## src/rtl/scar_ram.sv

```systemverilog
`timescale 1ns / 1ps
// ----------------------------------------------------------------------------
// scar_ram
// simple dual-port ram, one write and one registered read per cycle
// ----------------------------------------------------------------------------
module scar_ram #(
  parameter int WIDTH = 8,
  parameter int DEPTH = 256
) (
  input  logic                     clk,
  input  logic                     we,
  input  logic [$clog2(DEPTH)-1:0] waddr,
  input  logic [WIDTH-1:0]         wdata,
  input  logic [$clog2(DEPTH)-1:0] raddr,
  output logic [WIDTH-1:0]         rdata
);

  logic [WIDTH-1:0] mem [DEPTH];
  logic [WIDTH-1:0] rdata_r;

  always_ff @(posedge clk) begin
    if (we) begin
      mem[waddr] <= wdata;
    end
    rdata_r <= mem[raddr];
  end

  assign rdata = rdata_r;

endmodule

```

## config.mk

```make
export PLATFORM = sky130hd
export DESIGN_NAME = scar_ram
export DESIGN_NICKNAME = d
export VERILOG_FILES = /design/src/rtl/scar_ram.sv
export SDC_FILE = /design/constraint.sdc
export NUM_CORES = 2
export LEC_CHECK = 0
export BUFFER_PORTS_ARGS = -buffer_cell sky130_fd_sc_hd__buf_2
export CAP_MARGIN = 10
export CORE_ASPECT_RATIO = 0.6
export CORE_MARGIN = 5
export CORE_UTILIZATION = 60
export DETAILED_ROUTE_END_ITERATION = 8
export PLACE_DENSITY = 0.83
export SLEW_MARGIN = 40
export SYNTH_ARGS = -nofsm -noshare
export SYNTH_HDL_FRONTEND = slang
export SYNTH_SLANG_ARGS = --single-unit
```

## constraint.sdc

```tcl
create_clock -name clk -period 6 [get_ports clk]
set_input_delay 1.2 -clock clk [delete_from_list [all_inputs] [get_ports clk]]
set_output_delay 1.2 -clock clk [all_outputs]
set_load 0.01 [all_outputs]
```

==> results.yml <==
place:
  dpl.cell_count: 5434
  portBuffers: 33
  hpwl_mm: 126.8
  gp_congestion: 0.9499
floorplanning:
  die_y_microns: 292.1
  start_util: 0.6046
  row_count: 103
  core_sq_mm: 0.1316
  ios: 34
  die_area_sq_mm: 0.1402
  die_x_microns: 480.1
setup_path:
  rrSetupSlack_ns: 3.10
  startpoint: "raddr[0]"
  cp-end-kind: "register"
  reg2reg_depth: 6
  crit_type: "in -> reg"
  r2r_end: "rdata[6]$_DFF_P_"
  endpoint: "rdata[6]$_DFF_P_"
  cp_max_fo: 64
  r2r-start: "mem[235][6]$_DFFE_PP_"
  setup.worst_path.start_class: "primary input"
  cp.required_ns: 6.65
  arrival_ns: 4.78
cts:
  postCtsHoldBufs: 0
  clk_pin_slew_ns: 0.07
  cts_tree: "done"
  cts_resized: 0
  insertion_delay_ns: 0.82
  clk_path_buf_depth: 3
  numCtsBuffers: 164
  clock-sinks: 2056
  postCtsSetupBuffers: 0
  root_buffer: "clkbuf_16"
  cts_htree_levels: 4
routing:
  via_count: 42620
  drt-total-wl_mm: 218.8
  viasPerCell: 7.404
  antenna_left: 0
  wl_per_cell_microns: 38.02
  dr.pass1.iters: 7
  drt_iter0_drc: 8615
  drc: 0
sta:
  tightestPinTransition_ns: 1.026
  slew_headroom: 0.3160
  fin_crit_ns: 4.129
  rsz0062_at_grt: "no"
  hold_violations: 0
  fin_crit_sh: 0.6882
  timing.fmax_ghz: 0.2422
  maxSlewViolCount: 0
  tns_ns: 0
  final.setup_skew_ns: 0.04029
  final-setup-viol-count: 0
finish:
  final_nets: 3846
  final_core_util: 0.6656
  fin_cells: 5756
  area_growth_pct: 10.09
  final_cell_mix: "edfxtp_1, mux4_2, clkbuf_16"
  drive_gt1_frac: 0.2542
  final_common_cell: "edfxtp_1"
synth:
  postSynthAreaPerCell_sq_um: 21.31
  netlist_area_sq_mm: 0.07956
  synthCells: 3733
  synth-main-ff-cell: "edfxtp_1"
  yosys_warnings: 0
  ys_types: 55
  synth_nets: 3759
  async_flop_share: 0
  synth_edf_count: 2048
  yosysSeqAreaShare: 0.7750
  synth_seq_cells: 2056
grt:
  grt_max_degree: 164
  grt_pass1_wl_mm: 308.0
  grt_pass1_vias: 41130
  antenna_found_initial: 14
  grtUsageTotal: 0.3103
  overflow: 0
min_path:
  min_from: "wdata[1]"
  hold_path_class: "in -> reg"
job:
  drv_cap: 0
outcome:
  status: "finished, final reports clean"
pwr:
  power.leakage_nw: 26.69
  total_power_mw: 28.34
  power_density_mw_per_mm2: 323.6
  vdd_ir_drop_max_uv: 302.6
[cell families after synthesis]
family / synth area share
simple gates: 0.02628
mux: 0.1462
compound gates: 0.03419
flops: 0.7750
buf+inv: 0.01831
[worst min path at each step]
stage	end	cells after the start	slack (ns)
after detailed placement	rdata[5]$_DFF_P_	6	0.94
after global routing	mem[117][1]$_DFFE_PP_	1	0.73
after floorplan	rdata[3]$_DFF_P_	6	0.77
after CTS	mem[88][6]$_DFFE_PP_	1	0.96
after global placement	rdata[5]$_DFF_P_	6	0.94
final	mem[117][1]$_DFFE_PP_	1	0.75
[final cells by class]
cell class	instances	area, sq um
sequential	2056	61660
fill	7691	44000
antenna	18	45.04
clock buffer	207	4355
timing repair buffer	154	1484
clock inverter	92	878.3
inverter	2	7.507
multi-input combinational	1442	16920
tap	1785	2233
[sequential cells by signal, indices dropped and copies added, names as in the netlist]
signal  count
mem      2048
rdata       8
[worst max-delay path, cell delays in order]
cell and delay [ns]:
buf_8 0.42, buf_12 0.51, mux4_2 0.67, o311ai_0 0.61, o22ai_1 0.34, nor4_1 0.52, buf_4 0.26, nor4_2 0.06
[report_power, final]
| part | leakage (nW) | internal (mW) | switching (mW) |
|---|---|---|---|
| clock | 2.54 | 5.68 | 5.27 |
| combinational | 5.68 | 0.494 | 1.04 |
| sequential | 18.5 | 15.8 | 0.0323 |
| total | 26.7 | 22.0 | 6.34 |
[layer usage]
layer,up-vias,part of all wire,track usage
met5,-,0.0011,0.008690
met4,12,0.040,0.1152
met3,656,0.19,0.1372
met2,4600,0.43,0.4285
met1,21510,0.34,0.4435
li1,15840,-,-
[through the flow]
step	hold WS [ns]	setup slack (ns)	instance area [sq um]
2_1_floorplan	0.7699	2.862	79560
3_3_place_gp	0.9421	1.197	81640
3_5_place_dp	0.9354	1.277	81870
4_1_cts	0.9611	2.077	87110
5_1_grt	0.7309	1.891	87550
6_report	0.7450	1.871	87580
[Yosys cell counts, drive strengths merged, types with 6 or more instances]
| master | count | area [sq um] |
|---|---|---|
| edfxtp | 2048 | 61500 |
| mux4 | 456 | 10280 |
| nor2 | 282 | 1059 |
| mux2i | 134 | 1341 |
| a22oi | 133 | 998.5 |
| buf | 122 | 1032 |
| clkbuf | 111 | 416.7 |
| a21oi | 96 | 480.5 |
| o221ai | 47 | 417.9 |
| nand3 | 34 | 170.2 |
| nand2 | 33 | 123.9 |
| nor2b | 31 | 193.9 |
| o22ai | 28 | 175.2 |
| nor4 | 27 | 187.7 |
| nor3 | 22 | 110.1 |
| a211oi | 16 | 120.1 |
| a221oi | 14 | 128.9 |
| o21ai | 12 | 60.06 |
| nand4 | 10 | 62.56 |
| o211ai | 10 | 75.07 |
| a22o | 8 | 70.07 |
| dfxtp | 8 | 160.2 |
| nand2b | 8 | 50.05 |
| and2 | 6 | 37.54 |
(Power assumes the default switching activity.)
